--- src/hw/rtl/llsh_pkg.sv ---
// llsh_pkg: fixed port widths and heap memory read port count of the least loaded server heap
// no dependencies; used by the top level and the heap memory
package llsh_pkg;

  localparam int ID_OUT_W   = 6;   // server id on the ports
  localparam int DELTA_W    = 32;  // load change on the input
  localparam int LOAD_OUT_W = 32;  // load on the result
  localparam int CNT_IN_W   = 7;   // server count register

  // the heap memory has one port for the item's own entry, the parent or the left child, one for the right child
  localparam int HEAP_RD_PORTS = 2;

endpackage

--- src/hw/rtl/llsh_slot_ram.sv ---
// llsh_slot_ram: id to heap slot map, one write port and one read port
// read data is registered; no dependencies
module llsh_slot_ram #(
  parameter int DEPTH = 64,
  parameter int WIDTH = 6,
  localparam int AW = $clog2(DEPTH)
) (
  input  logic             clk,
  input  logic             we,
  input  logic [AW-1:0]    waddr,
  input  logic [WIDTH-1:0] wdata,
  input  logic             re,
  input  logic [AW-1:0]    raddr,
  output logic [WIDTH-1:0] rdata
);

  logic [WIDTH-1:0] mem_r [DEPTH];
  logic [WIDTH-1:0] rd_r;

  always_ff @(posedge clk) begin
    if (we) begin
      mem_r[waddr] <= wdata;
    end
  end

  always_ff @(posedge clk) begin
    if (re) begin
      rd_r <= mem_r[raddr];
    end
  end

  assign rdata = rd_r;

endmodule

--- src/hw/rtl/llsh_heap_ram.sv ---
// llsh_heap_ram: heap entry store, one write port and two read ports
// read data is registered; uses llsh_pkg for the port count
module llsh_heap_ram #(
  parameter int DEPTH = 64,
  parameter int WIDTH = 38,
  localparam int AW = $clog2(DEPTH)
) (
  input  logic             clk,
  input  logic             we,
  input  logic [AW-1:0]    waddr,
  input  logic [WIDTH-1:0] wdata,
  input  logic             re,
  input  logic [AW-1:0]    raddr [llsh_pkg::HEAP_RD_PORTS],
  output logic [WIDTH-1:0] rdata [llsh_pkg::HEAP_RD_PORTS]
);

  logic [WIDTH-1:0] mem_r [DEPTH];
  logic [WIDTH-1:0] rd_r  [llsh_pkg::HEAP_RD_PORTS];

  always_ff @(posedge clk) begin
    if (we) begin
      mem_r[waddr] <= wdata;
    end
  end

  always_ff @(posedge clk) begin
    if (re) begin
      for (int p = 0; p < llsh_pkg::HEAP_RD_PORTS; p++) begin
        rd_r[p] <= mem_r[raddr[p]];
      end
    end
  end

  assign rdata = rd_r;

endmodule

--- src/hw/rtl/least_loaded_server_heap.sv ---
// least_loaded_server_heap: indexed min-heap of server loads, sequencer and datapath
// uses llsh_pkg, llsh_heap_ram and llsh_slot_ram
//
// channel  | direction | handshake          | payload
// in       | input     | in_valid/in_stall  | in_server_id, in_load_delta
// out      | output    | out_valid/out_stall| out_least_id, out_least_load, out_bad_id
// cfg      | input     | cfg_wr_en          | cfg_wr_data (server count)
//
// a bad id goes straight to the done state; otherwise the item reads its slot, loads
// and updates its entry, walks up, walks down, writes itself back and is done;
// each level is a heap memory read and a compare
// after reset and after every count write a clearing pass rewrites every slot of
// both memories, in_stall is high during it
// the next item is taken while a result waits in the output register
module least_loaded_server_heap #(
  parameter int MAX_SERVERS_P = 64,
  parameter int LOAD_BITS     = 32
) (
  input  logic                                clk,
  input  logic                                rst_n,
  input  logic                                in_valid,
  output logic                                in_stall,
  input  logic [llsh_pkg::ID_OUT_W-1:0]       in_server_id,
  input  logic signed [llsh_pkg::DELTA_W-1:0] in_load_delta,
  output logic                                out_valid,
  input  logic                                out_stall,
  output logic [llsh_pkg::ID_OUT_W-1:0]       out_least_id,
  output logic signed [llsh_pkg::LOAD_OUT_W-1:0] out_least_load,
  output logic                                out_bad_id,
  input  logic                                cfg_wr_en,
  input  logic [llsh_pkg::CNT_IN_W-1:0]       cfg_wr_data
);

  localparam int IDW = $clog2(MAX_SERVERS_P);
  localparam int CW  = $clog2(MAX_SERVERS_P + 1);
  localparam int LW  = LOAD_BITS;
  localparam int EW  = IDW + LW;
  localparam int SW  = LW + 33;
  localparam longint LOAD_HI_L = (64'sd1 <<< (LOAD_BITS - 1)) - 64'sd1;
  localparam logic signed [SW-1:0] SAT_HI = SW'(LOAD_HI_L);
  localparam logic signed [SW-1:0] SAT_LO = ~SAT_HI;
  localparam logic [CW-1:0] CNT_RESET = (MAX_SERVERS_P > 64) ? CW'(64) : CW'(MAX_SERVERS_P);

  localparam logic [3:0] ST_IDLE  = 4'd0;
  localparam logic [3:0] ST_MAP   = 4'd1;
  localparam logic [3:0] ST_LOAD  = 4'd2;
  localparam logic [3:0] ST_UP    = 4'd3;
  localparam logic [3:0] ST_UPCMP = 4'd4;
  localparam logic [3:0] ST_DNRD  = 4'd5;
  localparam logic [3:0] ST_DNCMP = 4'd6;
  localparam logic [3:0] ST_FIN   = 4'd7;
  localparam logic [3:0] ST_DONE  = 4'd8;

  function automatic logic ent_less(input logic [IDW-1:0] a_id,
                                    input logic signed [LW-1:0] a_ld,
                                    input logic [IDW-1:0] b_id,
                                    input logic signed [LW-1:0] b_ld);
    return (a_ld < b_ld) || ((a_ld == b_ld) && (a_id < b_id));
  endfunction

  // control and item registers
  logic [3:0]                state_r, state_nxt;
  logic [IDW-1:0]            k_r, k_nxt;
  logic [IDW-1:0]            id_r, id_nxt;
  logic signed [LW-1:0]      eld_r, eld_nxt;
  logic signed [llsh_pkg::DELTA_W-1:0] delta_r, delta_nxt;
  logic                      bad_r, bad_nxt;
  logic [CW-1:0]             count_r, count_nxt;
  logic                      clr_r, clr_nxt;
  logic [IDW-1:0]            clr_idx_r, clr_idx_nxt;
  logic [IDW-1:0]            top_id_r, top_id_nxt;
  logic signed [LW-1:0]      top_ld_r, top_ld_nxt;
  logic                      out_valid_r, out_valid_nxt;
  logic [llsh_pkg::ID_OUT_W-1:0]   out_id_r, out_id_nxt;
  logic [llsh_pkg::LOAD_OUT_W-1:0] out_ld_r, out_ld_nxt;
  logic                      out_bad_r, out_bad_nxt;

  // memory ports
  logic            heap_we, heap_re;
  logic [IDW-1:0]  heap_waddr;
  logic [EW-1:0]   heap_wdata;
  logic [IDW-1:0]  heap_raddr [llsh_pkg::HEAP_RD_PORTS];
  logic [EW-1:0]   heap_rdata [llsh_pkg::HEAP_RD_PORTS];
  logic            slot_we, slot_re;
  logic [IDW-1:0]  slot_waddr, slot_wdata, slot_raddr, slot_rdata;

  // datapath
  logic [IDW+5:0]       in_id_ext;
  logic [IDW-1:0]       in_id;
  logic                 in_bad;
  logic                 in_fire, out_fire;
  logic [IDW-1:0]       par;
  logic [IDW+1:0]       l_ext, r_ext;
  logic                 l_ok, r_ok;
  logic [IDW-1:0]       a_id, b_id;
  logic signed [LW-1:0] a_ld, b_ld;
  logic signed [SW-1:0] sum, sum_sat;
  logic                 l_lt_e, r_lt_e, r_lt_l, pick_r, pick_l;
  logic [CW-1:0]        cfg_cnt;
  logic [llsh_pkg::CNT_IN_W-1:0] cfg_nz;
  logic [IDW+5:0]       top_id_ext;
  logic signed [LW+31:0] top_ld_ext;

  llsh_heap_ram #(
    .DEPTH (MAX_SERVERS_P),
    .WIDTH (EW)
  ) u_heap (
    .clk   (clk),
    .we    (heap_we),
    .waddr (heap_waddr),
    .wdata (heap_wdata),
    .re    (heap_re),
    .raddr (heap_raddr),
    .rdata (heap_rdata)
  );

  llsh_slot_ram #(
    .DEPTH (MAX_SERVERS_P),
    .WIDTH (IDW)
  ) u_slot (
    .clk   (clk),
    .we    (slot_we),
    .waddr (slot_waddr),
    .wdata (slot_wdata),
    .re    (slot_re),
    .raddr (slot_raddr),
    .rdata (slot_rdata)
  );

  assign in_stall  = (state_r != ST_IDLE) || clr_r;
  assign in_fire   = in_valid && !in_stall;
  assign out_fire  = out_valid_r && !out_stall;
  assign in_id_ext = (IDW+6)'(in_server_id);
  assign in_id     = in_id_ext[IDW-1:0];
  assign in_bad    = 32'(in_server_id) >= 32'(count_r);

  assign par   = (k_r - 1'b1) >> 1;
  assign l_ext = {1'b0, k_r, 1'b1};
  assign r_ext = l_ext + 1'b1;
  assign l_ok  = 32'(l_ext) < 32'(count_r);
  assign r_ok  = 32'(r_ext) < 32'(count_r);

  assign a_id = heap_rdata[0][EW-1:LW];
  assign a_ld = $signed(heap_rdata[0][LW-1:0]);
  assign b_id = heap_rdata[1][EW-1:LW];
  assign b_ld = $signed(heap_rdata[1][LW-1:0]);

  // saturating add of the change to the loaded entry
  assign sum     = SW'(a_ld) + SW'(delta_r);
  assign sum_sat = (sum > SAT_HI) ? SAT_HI : ((sum < SAT_LO) ? SAT_LO : sum);

  // left child in port 0, right child in port 1
  assign l_lt_e = ent_less(a_id, a_ld, id_r, eld_r);
  assign r_lt_e = ent_less(b_id, b_ld, id_r, eld_r);
  assign r_lt_l = ent_less(b_id, b_ld, a_id, a_ld);
  assign pick_r = r_ok && (l_lt_e ? r_lt_l : r_lt_e);
  assign pick_l = l_lt_e && !pick_r;

  assign cfg_nz  = (cfg_wr_data == '0) ? llsh_pkg::CNT_IN_W'(1) : cfg_wr_data;
  assign cfg_cnt = (32'(cfg_nz) > 32'(MAX_SERVERS_P)) ? CW'(MAX_SERVERS_P) : CW'(cfg_nz);

  assign top_id_ext = (IDW+6)'(top_id_r);
  assign top_ld_ext = (LW+32)'(top_ld_r);

  always_comb begin
    state_nxt     = state_r;
    k_nxt         = k_r;
    id_nxt        = id_r;
    eld_nxt       = eld_r;
    delta_nxt     = delta_r;
    bad_nxt       = bad_r;
    count_nxt     = count_r;
    clr_nxt       = clr_r;
    clr_idx_nxt   = clr_idx_r;
    top_id_nxt    = top_id_r;
    top_ld_nxt    = top_ld_r;
    out_valid_nxt = out_fire ? 1'b0 : out_valid_r;
    out_id_nxt    = out_id_r;
    out_ld_nxt    = out_ld_r;
    out_bad_nxt   = out_bad_r;
    heap_we       = 1'b0;
    heap_re       = 1'b0;
    heap_waddr    = k_r;
    heap_wdata    = {id_r, eld_r};
    heap_raddr[0] = l_ext[IDW-1:0];
    heap_raddr[1] = r_ext[IDW-1:0];
    slot_we       = 1'b0;
    slot_re       = 1'b0;
    slot_waddr    = id_r;
    slot_wdata    = k_r;
    slot_raddr    = in_id;

    case (state_r)
      ST_IDLE: begin
        if (in_fire) begin
          id_nxt    = in_id;
          delta_nxt = in_load_delta;
          bad_nxt   = in_bad;
          if (in_bad) begin
            state_nxt = ST_DONE;
          end else begin
            slot_re   = 1'b1;
            state_nxt = ST_MAP;
          end
        end
      end
      ST_MAP: begin
        heap_re       = 1'b1;
        heap_raddr[0] = slot_rdata;
        k_nxt         = slot_rdata;
        state_nxt     = ST_LOAD;
      end
      ST_LOAD: begin
        eld_nxt   = LW'(sum_sat);
        state_nxt = ST_UP;
      end
      ST_UP: begin
        if (k_r == '0) begin
          state_nxt = ST_DNRD;
        end else begin
          heap_re       = 1'b1;
          heap_raddr[0] = par;
          state_nxt     = ST_UPCMP;
        end
      end
      ST_UPCMP: begin
        // the moving entry stays in registers, the parent drops into the hole
        if (ent_less(id_r, eld_r, a_id, a_ld)) begin
          heap_we    = 1'b1;
          heap_wdata = heap_rdata[0];
          slot_we    = 1'b1;
          slot_waddr = a_id;
          k_nxt      = par;
          state_nxt  = ST_UP;
        end else begin
          state_nxt = ST_DNRD;
        end
      end
      ST_DNRD: begin
        if (l_ok) begin
          heap_re   = 1'b1;
          state_nxt = ST_DNCMP;
        end else begin
          state_nxt = ST_FIN;
        end
      end
      ST_DNCMP: begin
        if (pick_r) begin
          heap_we    = 1'b1;
          heap_wdata = heap_rdata[1];
          slot_we    = 1'b1;
          slot_waddr = b_id;
          k_nxt      = r_ext[IDW-1:0];
          state_nxt  = ST_DNRD;
        end else if (pick_l) begin
          heap_we    = 1'b1;
          heap_wdata = heap_rdata[0];
          slot_we    = 1'b1;
          slot_waddr = a_id;
          k_nxt      = l_ext[IDW-1:0];
          state_nxt  = ST_DNRD;
        end else begin
          state_nxt = ST_FIN;
        end
      end
      ST_FIN: begin
        heap_we   = 1'b1;
        slot_we   = 1'b1;
        state_nxt = ST_DONE;
      end
      ST_DONE: begin
        if (!out_valid_r || !out_stall) begin
          out_valid_nxt = 1'b1;
          out_id_nxt    = top_id_ext[llsh_pkg::ID_OUT_W-1:0];
          out_ld_nxt    = top_ld_ext[llsh_pkg::LOAD_OUT_W-1:0];
          out_bad_nxt   = bad_r;
          state_nxt     = ST_IDLE;
        end
      end
      default: begin
        state_nxt = ST_IDLE;
      end
    endcase

    // clearing pass, only ever runs while idle
    if (clr_r) begin
      heap_we     = 1'b1;
      heap_waddr  = clr_idx_r;
      heap_wdata  = {clr_idx_r, LW'(0)};
      slot_we     = 1'b1;
      slot_waddr  = clr_idx_r;
      slot_wdata  = clr_idx_r;
      clr_idx_nxt = clr_idx_r + 1'b1;
      if (32'(clr_idx_r) == MAX_SERVERS_P - 1) begin
        clr_nxt = 1'b0;
      end
    end

    // slot zero mirror for the result
    if (heap_we && (heap_waddr == '0)) begin
      top_id_nxt = heap_wdata[EW-1:LW];
      top_ld_nxt = $signed(heap_wdata[LW-1:0]);
    end

    if (cfg_wr_en) begin
      count_nxt   = cfg_cnt;
      clr_nxt     = 1'b1;
      clr_idx_nxt = '0;
      state_nxt   = ST_IDLE;
      top_id_nxt  = '0;
      top_ld_nxt  = '0;
    end
  end

  always_ff @(posedge clk) begin
    if (!rst_n) begin
      state_r     <= ST_IDLE;
      count_r     <= CNT_RESET;
      clr_r       <= 1'b1;
      clr_idx_r   <= '0;
      top_id_r    <= '0;
      top_ld_r    <= '0;
      out_valid_r <= 1'b0;
    end else begin
      state_r     <= state_nxt;
      count_r     <= count_nxt;
      clr_r       <= clr_nxt;
      clr_idx_r   <= clr_idx_nxt;
      top_id_r    <= top_id_nxt;
      top_ld_r    <= top_ld_nxt;
      out_valid_r <= out_valid_nxt;
    end
  end

  always_ff @(posedge clk) begin
    k_r       <= k_nxt;
    id_r      <= id_nxt;
    eld_r     <= eld_nxt;
    delta_r   <= delta_nxt;
    bad_r     <= bad_nxt;
    out_id_r  <= out_id_nxt;
    out_ld_r  <= out_ld_nxt;
    out_bad_r <= out_bad_nxt;
  end

  assign out_valid      = out_valid_r;
  assign out_least_id   = out_id_r;
  assign out_least_load = $signed(out_ld_r);
  assign out_bad_id     = out_bad_r;

  // clearing never overlaps a heap walk
  a_clr_idle: assert property (@(posedge clk) disable iff (!rst_n)
    clr_r |-> state_r == ST_IDLE)
    else $error("clearing pass while an item is in flight");

  // a result only appears from the done state
  a_out_from_done: assert property (@(posedge clk) disable iff (!rst_n)
    $rose(out_valid_r) |-> $past(state_r) == ST_DONE)
    else $error("result loaded outside the done state");

  // an accepted item leaves idle
  a_accept_busy: assert property (@(posedge clk) disable iff (!rst_n)
    in_fire && !cfg_wr_en |=> state_r != ST_IDLE)
    else $error("accepted item did not start");

  // the walk never leaves the servers in use
  a_slot_range: assert property (@(posedge clk) disable iff (!rst_n)
    (state_r == ST_UP || state_r == ST_UPCMP || state_r == ST_DNRD ||
     state_r == ST_DNCMP || state_r == ST_FIN) |-> 32'(k_r) < 32'(count_r))
    else $error("heap slot beyond server count");

endmodule

--- config.mk ---
export PLATFORM = sky130hd
export DESIGN_NAME = least_loaded_server_heap
export DESIGN_NICKNAME = d
export VERILOG_FILES = /design/src/hw/rtl/llsh_pkg.sv /design/src/hw/rtl/llsh_slot_ram.sv /design/src/hw/rtl/llsh_heap_ram.sv /design/src/hw/rtl/least_loaded_server_heap.sv
export SDC_FILE = /design/constraint.sdc
export NUM_CORES = 2
export LEC_CHECK = 0
export ABC_AREA = 0
export BUFFER_PORTS_ARGS = -buffer_cell sky130_fd_sc_hd__buf_2
export CAP_MARGIN = 20
export CORE_MARGIN = 5
export CORE_UTILIZATION = 45
export CTS_CLUSTER_DIAMETER = 60
export CTS_CLUSTER_SIZE = 12
export DETAILED_ROUTE_END_ITERATION = 10
export GPL_ROUTABILITY_DRIVEN = 0
export REMOVE_ABC_BUFFERS = 1
export SLEW_MARGIN = 20
export SYNTH_ARGS = -nofsm -noshare
export SYNTH_HDL_FRONTEND = slang
export SYNTH_HIERARCHICAL = 1
export SYNTH_SLANG_ARGS = --single-unit
--- constraint.sdc ---
create_clock -name clk -period 6.9 [get_ports clk]
set_clock_uncertainty 0.2 [all_clocks]
set_input_delay 0.69 -clock clk [delete_from_list [all_inputs] [get_ports clk]]
set_output_delay 0.69 -clock clk [all_outputs]
set_load 0.005 [all_outputs]
**After elaboration in Yosys (flattened, before gate mapping)**

Memory sizes are Yosys's and may differ from the RTL's. A register that Yosys moved wholly into a read port is not among the register bits.
Index checks and enable logic that the tools add are counted.

- Flip-flop bits (word level): 173
- Memory bits (writable): 2,816
- Input port bits: 50
- Memories kept: 2

- Add/subtract/negate cells: 4
- Magnitude comparators: 14
- Equal/unequal tests: 17
- Multiplexer cells: 48
- Bitwise logic cells: 1
- Reductions and logical operators: 30

Memory list:

| memory | words | bits a word | read ports | clocked after memory_dff | write ports | RTL line | text |
|---|---|---|---|---|---|---|---|
| u_heap.mem_r | 64 | 38 | 2 | 2 | 1 | llsh_heap_ram.sv:17 | `logic [WIDTH-1:0] mem_r [DEPTH];` |
| u_slot.mem_r | 64 | 6 | 1 | 1 | 1 | llsh_slot_ram.sv:17 | `logic [WIDTH-1:0] mem_r [DEPTH];` |

Operators by type and width:

| cell | number |
|---|---|
| 38-bit two-way mux | 4 |
| 32-bit equality test | 4 |
| 32-bit < comparator | 4 |
| 38-bit one-hot mux with 2 select lines | 1 |
| 6-bit two-way mux | 9 |
| 4-bit one-hot mux with 9 select lines | 1 |
| 32-bit by 32-bit adder with 33-bit output | 1 |
| 33-bit by 32-bit > comparator with 1-bit output (second input constant) | 1 |
| 33-bit by 32-bit < comparator with 1-bit output (second input constant) | 1 |
| 32-bit two-way mux | 1 |
| 6-bit < comparator | 4 |
| 6-bit one-hot mux with 2 select lines | 2 |
| 1-bit two-way mux | 19 |
| 6-bit one-hot mux with 3 select lines | 1 |
| 4-bit by 3-bit equality test with 1-bit output (second input constant) | 4 |
| 7-bit two-way mux | 2 |
| 6-bit zero test | 2 |
| 4-bit two-way mux | 3 |
| 1-bit logical AND | 9 |
| 7-bit by 1-bit adder with 8-bit output (second input constant) | 1 |
| 4-bit by 2-bit equality test with 1-bit output (second input constant) | 2 |
| 8-bit by 7-bit < comparator with 1-bit output | 1 |
| 6-bit by 7-bit >= comparator with 1-bit output | 1 |
| 7-bit > comparator (second input constant) | 1 |
| other kinds (21) | 35 |

**Logic depth before layout (Yosys ltp)**

- Depth in word-level cells: 13
- Gate-level depth with buffers: 19
- Depth with buffers taken out: 16

**Cells and area by module**

The synthesis kept the hierarchy.

By module, submodules not included:

| module | times used | cells each | area each (um^2) | seq. area each (um^2) |
|---|---|---|---|---|
| llsh_heap_ram | 1 | 5,076 | 114,298.4 | 75,312.2 |
| llsh_slot_ram | 1 | 720 | 15,285.9 | 11,711.2 |
| least_loaded_server_heap | 1 | 1,302 | 12,144.1 | 4,624.4 |

**Worst setup path before layout**

No wires, ideal clock.

- Kind: register -> register
- From: register k_r[1]
- To: register u_heap.rd_r (netlist bit u_heap/rdata[0]), read port of u_heap.mem_r, enable pin
- Setup time: 0.604 ns
- Arrival: 6.764 ns
- Setup slack: -0.667 ns
- Stages on the path, launching flop included: 10
- Path buffers: 0
- Clock period less this slack: 7.567 ns
- Path through: edfxtp_1 > ha_1 > nor2b_1 > o21a_1 > o21a_1 > o21ai_0 > nand2b_1 > a21oi_1 > a21oi_1 > nor3_1

- Word-level cells in the longest chain between the ends: 3
- Elaborated cells between the ends (all ways): 6
- Classes of those cells: add/sub: 1; order compare: 1; mux: 3; reduce/logical: 1

Ends and longest elaborated chain:

| item | RTL line | text |
|---|---|---|
| start: declaration | least_loaded_server_heap.sv:63 | `logic [IDW-1:0] k_r, k_nxt;` |
| start signal: assignment | least_loaded_server_heap.sv:336 | `k_r <= k_nxt;` |
| 7-bit < comparator / 6-bit zero test (equally long branches) | least_loaded_server_heap.sv:140, least_loaded_server_heap.sv:218 |  |
| 1-bit two-way mux (on tied branches) | least_loaded_server_heap.sv:240, least_loaded_server_heap.sv:218 |  |
| 1-bit one-hot mux with 3 select lines (*) | least_loaded_server_heap.sv:193 | `case (state_r)` |
| via heap_re | least_loaded_server_heap.sv:79 | `logic heap_we, heap_re;` |
| end: declaration | llsh_heap_ram.sv:18 | `logic [WIDTH-1:0] rd_r [llsh_pkg::HEAP_RD_PORTS];` |

Mark *: on every way through the listed nets, which the timed path passes. The rest lies on a longest branch.
A chain may end at the register's enable or synchronous reset.

**Worst setup path in the final report**

- From: register u_heap.rd_r (netlist bit u_heap/rdata[69]), read port of u_heap.mem_r
- To: memory u_slot.mem_r[360][3], in the netlist u_slot/mem_r[45][3], enable pin

- Word-level cells in the longest chain between the ends: 13
- Elaborated cells between the ends (all ways): 28
- Classes of those cells: order compare: 3; eq/ne: 3; mux: 13; reduce/logical: 9

Ends and longest elaborated chain:

| item | RTL line |
|---|---|
| branches (longest 13 deep; another with 32-bit < comparator) | n/a |
| end: declaration | llsh_slot_ram.sv:17 |

Parallel ways; which one is timed is not known.

==> results.txt <==
* Area added between synthesis and finish: 12.23%
- CTS resizes: 0
- STA classifies the critical path startpoint as a register.
* Cell Int Power: 29.48 mW
* Placed cell area: 149,400 um2
- After synthesis, the mean cell area works out to 19.97 um2.
- Of the total power, combinational logic draws 0.019.
- Data on the critical path arrives at its endpoint at 6.89 ns.
* Total negative setup slack: 0 ns
* Crit end category: register
* Number of vias in the routed layout: 81,255
- In this run the static leakage power is 45.75 nW.
- Max-Slew Margin vs Limit: -3.678
* Final cell area excluding filler cells: 159,100 um2
- Die width: 571.2 um
- Measured against the total synthesized area, the mux share comes to 0.2568.
- The share of synthesized area in the top cell type comes to 0.6386.
* Top cell types by occurrence after synthesis: 3,014 x edfxtp_1, 1,502 x mux4_2, 269 x nand2_1
- GRT Residual Overflow: 0
- The tree is rooted in a clkbuf_16.
* Minimum period implied by the final worst setup slack: 6.556 ns
* Inserted Clock Buffers: 312
* Final max-slew violation count: 525
- TritonCTS built the clock tree.
- Share of synthesized area occupied by flip-flops and latches: 0.6466
- Largest cells by area after synthesis: edfxtp_1 64%, mux4_2 24%, ha_1 1.5%, mux2i_1 1.3%, dfxtp_1 0.81%
- Via density per instance: 6.944
- The pre-antenna-repair detailed-routing pass consisted of 6 iterations.
- The longest clock path from root to sink contains 4 buffers.
- Count of mapped cells out of synthesis: 7,098
- Of the total synthesized cell area, the portion taken by AND, OR, NAND and NOR gates is 0.02648.
- Final number of hold-violating endpoints: 0
- Part of the total power dissipated in sequential elements: 0.546
- The floorplan step set the die height to 571.2 um.
- At the pin with the least slew margin, the transition time is 7.017 ns.
- Of the total synthesized cell area, the portion taken by full adders, half adders and majority gates is 0.01541.
* Antenna-violating nets left: 0
- The H-tree generated during clock tree synthesis spans 5 levels.
- Result of the run: finished, violations left
* Non-filler cells, final: 11,702
- Top_reg_cell synth: edfxtp_1
* Number of design rule violations left after detail routing: 0
- Final net count: 7,595
* Main combinational cell family by area after synthesis: multiplexers
- Half-perimeter wire length after placement: 274.5 mm
- In this run, synthesis produced a sequential element count of 3,071.
- Most instantiated library cell after synthesis: edfxtp_1
* Global-route wire length before repair: 657.6 mm
- The checks that failed: slew limit.
- Of the total power, the share spent switching nets is 0.2048.
* CP Data Required Time: 7.23 ns
- Post-synth EDFFs: 3,014
- In this run, the number of DRC markers left after iteration 0 of detailed routing was 11,737.
* Core area: 314,200 um2
- Area of the mapped netlist: 141,700 um2
- Power spread over the standard cell area amounts to 233.1 nW/um2.
* IO Count: 91
* Net switching power figure: 7.594 mW
* Fillers: 24,727
* Port bufs: 90
- Period utilisation layout: 0.9502
* Largest net degree at the start of global routing: 600
- Post-synth top area cell: edfxtp_1
* Number of setup violations in the final report: 0
- Of the total power, the clock network draws 0.435.
- Setup repair after global routing left no endpoint under its margin.
- Max FO, Critical Path: 11
- Final wirelength: 474.7 mm
- Clock transition at the registers of the reported paths: 0.06 ns
- Proportion of layout cells with a drive suffix above 1: 0.3346
* Wire per inst: 40.56 um
- Of the total synthesized cell area, the portion taken by XOR and XNOR cells is 0.002719.
* Classification of the worst-slack hold path: in2reg
- # Post-CTS Setup Buffers: 0
- Across every metal layer, demand over resource in global routing totals 0.2888.
- The tool flagged a number of max-cap violations equal to 0.
- Post-synthesis async set-or-reset flop share: 0
- The number of global-route vias before repair came to 80,920.
- For this configuration, the core starts out at a cell density of 0.4511.
- Achievable frequency: 152.5 MHz
* Placed cell count: 11,181
- The number of antenna violations at the first check in global routing was 28.
- The floorplan has 206 rows.
- Synth unique cells: 85
- The later pin in the worst-skew pair is clocked with a latency of 0.92 ns.
* Crit Path Class: reg2reg
- Clock tree synthesis found a total of 3,071 sinks.
- The die covers 326,300 um2.
- The post-synthesis compound-gate area fraction is 0.03172.
- Synthesis warning total: 6
- IR analysis of the VDD net gives a maximum drop of 0.1849 mV.
layer usage:
metal | track usage | wire (um) | vias up
li1 | - | - | 30985
met1 | 0.4027 | 178900 | 43780
met2 | 0.4359 | 215000 | 5455
met3 | 0.07189 | 56090 | 1029
met4 | 0.1249 | 24610 | 6
met5 | 0 | 38 | -
kinds of logic (layout without fill, tap and decap cells):
logic type	Yosys count	in the layout
compound gates	655	655
xor+xnor	44	44
fa+ha+maj	176	176
buf+inv	605	1039
flops	3071	3071
mux	1741	1741
other cells	1	11
simple gates	805	805
layout make-up:
| type | instances | area [um2] | area share |
|---|---|---|---|
| multi-input cells | 3422 | 48460 | 0.3047 |
| well taps | 4160 | 5205 | 0.03272 |
| diodes | 10 | 25.02 | 0.0001573 |
| repair buffers | 461 | 4089 | 0.02571 |
| clock buffers | 401 | 8330 | 0.05237 |
| flip-flops and latches | 3071 | 91650 | 0.5762 |
| clock inverters | 66 | 879.6 | 0.005530 |
| inverters | 111 | 425.4 | 0.002674 |
registers in the layout, indices dropped and copies added, names as in the netlist, 7 cells and up:
name / cells
u_slot/mem_r: 384
u_heap/rdata: 76
delta_r: 32
count_r: 7
eld_r: 32
top_ld_r: 32
u_heap/mem_r: 2432
out_least_load: 32
cell usage in the layout, fill, tap and decap left out, types with 40 or more instances in the layout:
cell type,synthesis,final
edfxtp_1,3014,3014
mux4_2,1502,1502
nor2_1,193,126
nor2b_1,69,66
clkbuf_16,0,319
nor2_4,0,65
dlygate4sd3_1,0,43
a22o_1,40,40
ha_1,165,164
nand2_1,269,267
mux2_2,55,54
o21ai_0,52,47
a22oi_1,93,89
nand3_1,131,131
buf_2,181,88
mux2i_1,177,177
inv_1,111,109
o211ai_1,49,49
clkbuf_1,193,78
dfxtp_1,57,56
a21oi_1,162,159
buf_4,41,270
buf_12,2,57
a211oi_1,57,57
power groups by stage:
stage	clock, mW	combinational [mW]	sequential [mW]
after global placement	0	0.607	20.7
after detailed placement	0	0.610	20.7
final	16.1	0.703	20.3
after global routing	17.1	0.732	20.2
after floorplan	0	0.410	20.6
after CTS	16.3	0.633	20.3
worst paths after layout:
path	from	endpoint	depth (start not counted)	slack [ns]
setup / recovery	u_heap/rdata[69]$_DFFE_PP_	u_slot/mem_r[45][3]$_DFFE_PP_	14	0.34
hold / removal	cfg_wr_en	count_r[0]$_SDFFE_PN0P_	3	0.07
setup reg to reg	u_heap/rdata[69]$_DFFE_PP_	u_slot/mem_r[45][3]$_DFFE_PP_	14	0.34
hold reg to reg	top_ld_r[26]$_SDFFE_PP0P_	out_least_load[26]$_DFFE_PP_	0	0.22
per-stage QoR:
step	setup slack, ns	util	hold WS [ns]	total power [mW]
after floorplan	-47.99	-	0.2003	21.06
after global placement	0.7189	0.4754	0.2163	21.26
after detailed placement	0.6061	0.4755	0.2171	21.26
after CTS	0.5768	0.5062	0.01261	37.21
after global routing	0.2678	0.5062	0.09667	38.07
final	0.3438	0.5063	0.07040	37.07
what timing repair did:
| action | CTS | global route |
|---|---|---|
| endpoints found under the setup margin | 0 | 0 |
| hold buffers | 43 | 0 |
| hold endpoints to repair | 41 | 0 |
worst max-delay path, stage by stage, from the launching register on:
cell	delay, ns
edfxtp_1	0.38
inv_1	0.08
ha_1	0.49
nand4_2	0.22
nor4_2	0.77
nand3_1	0.48
nand2_1	0.22
o22ai_1	0.09
or3_1	0.50
o311ai_4	0.66
a221oi_2	0.14
a22oi_2	0.50
nor2b_1	0.25
nand3_1	0.50
nor2_1	0.64
(Power assumes the default switching activity.)
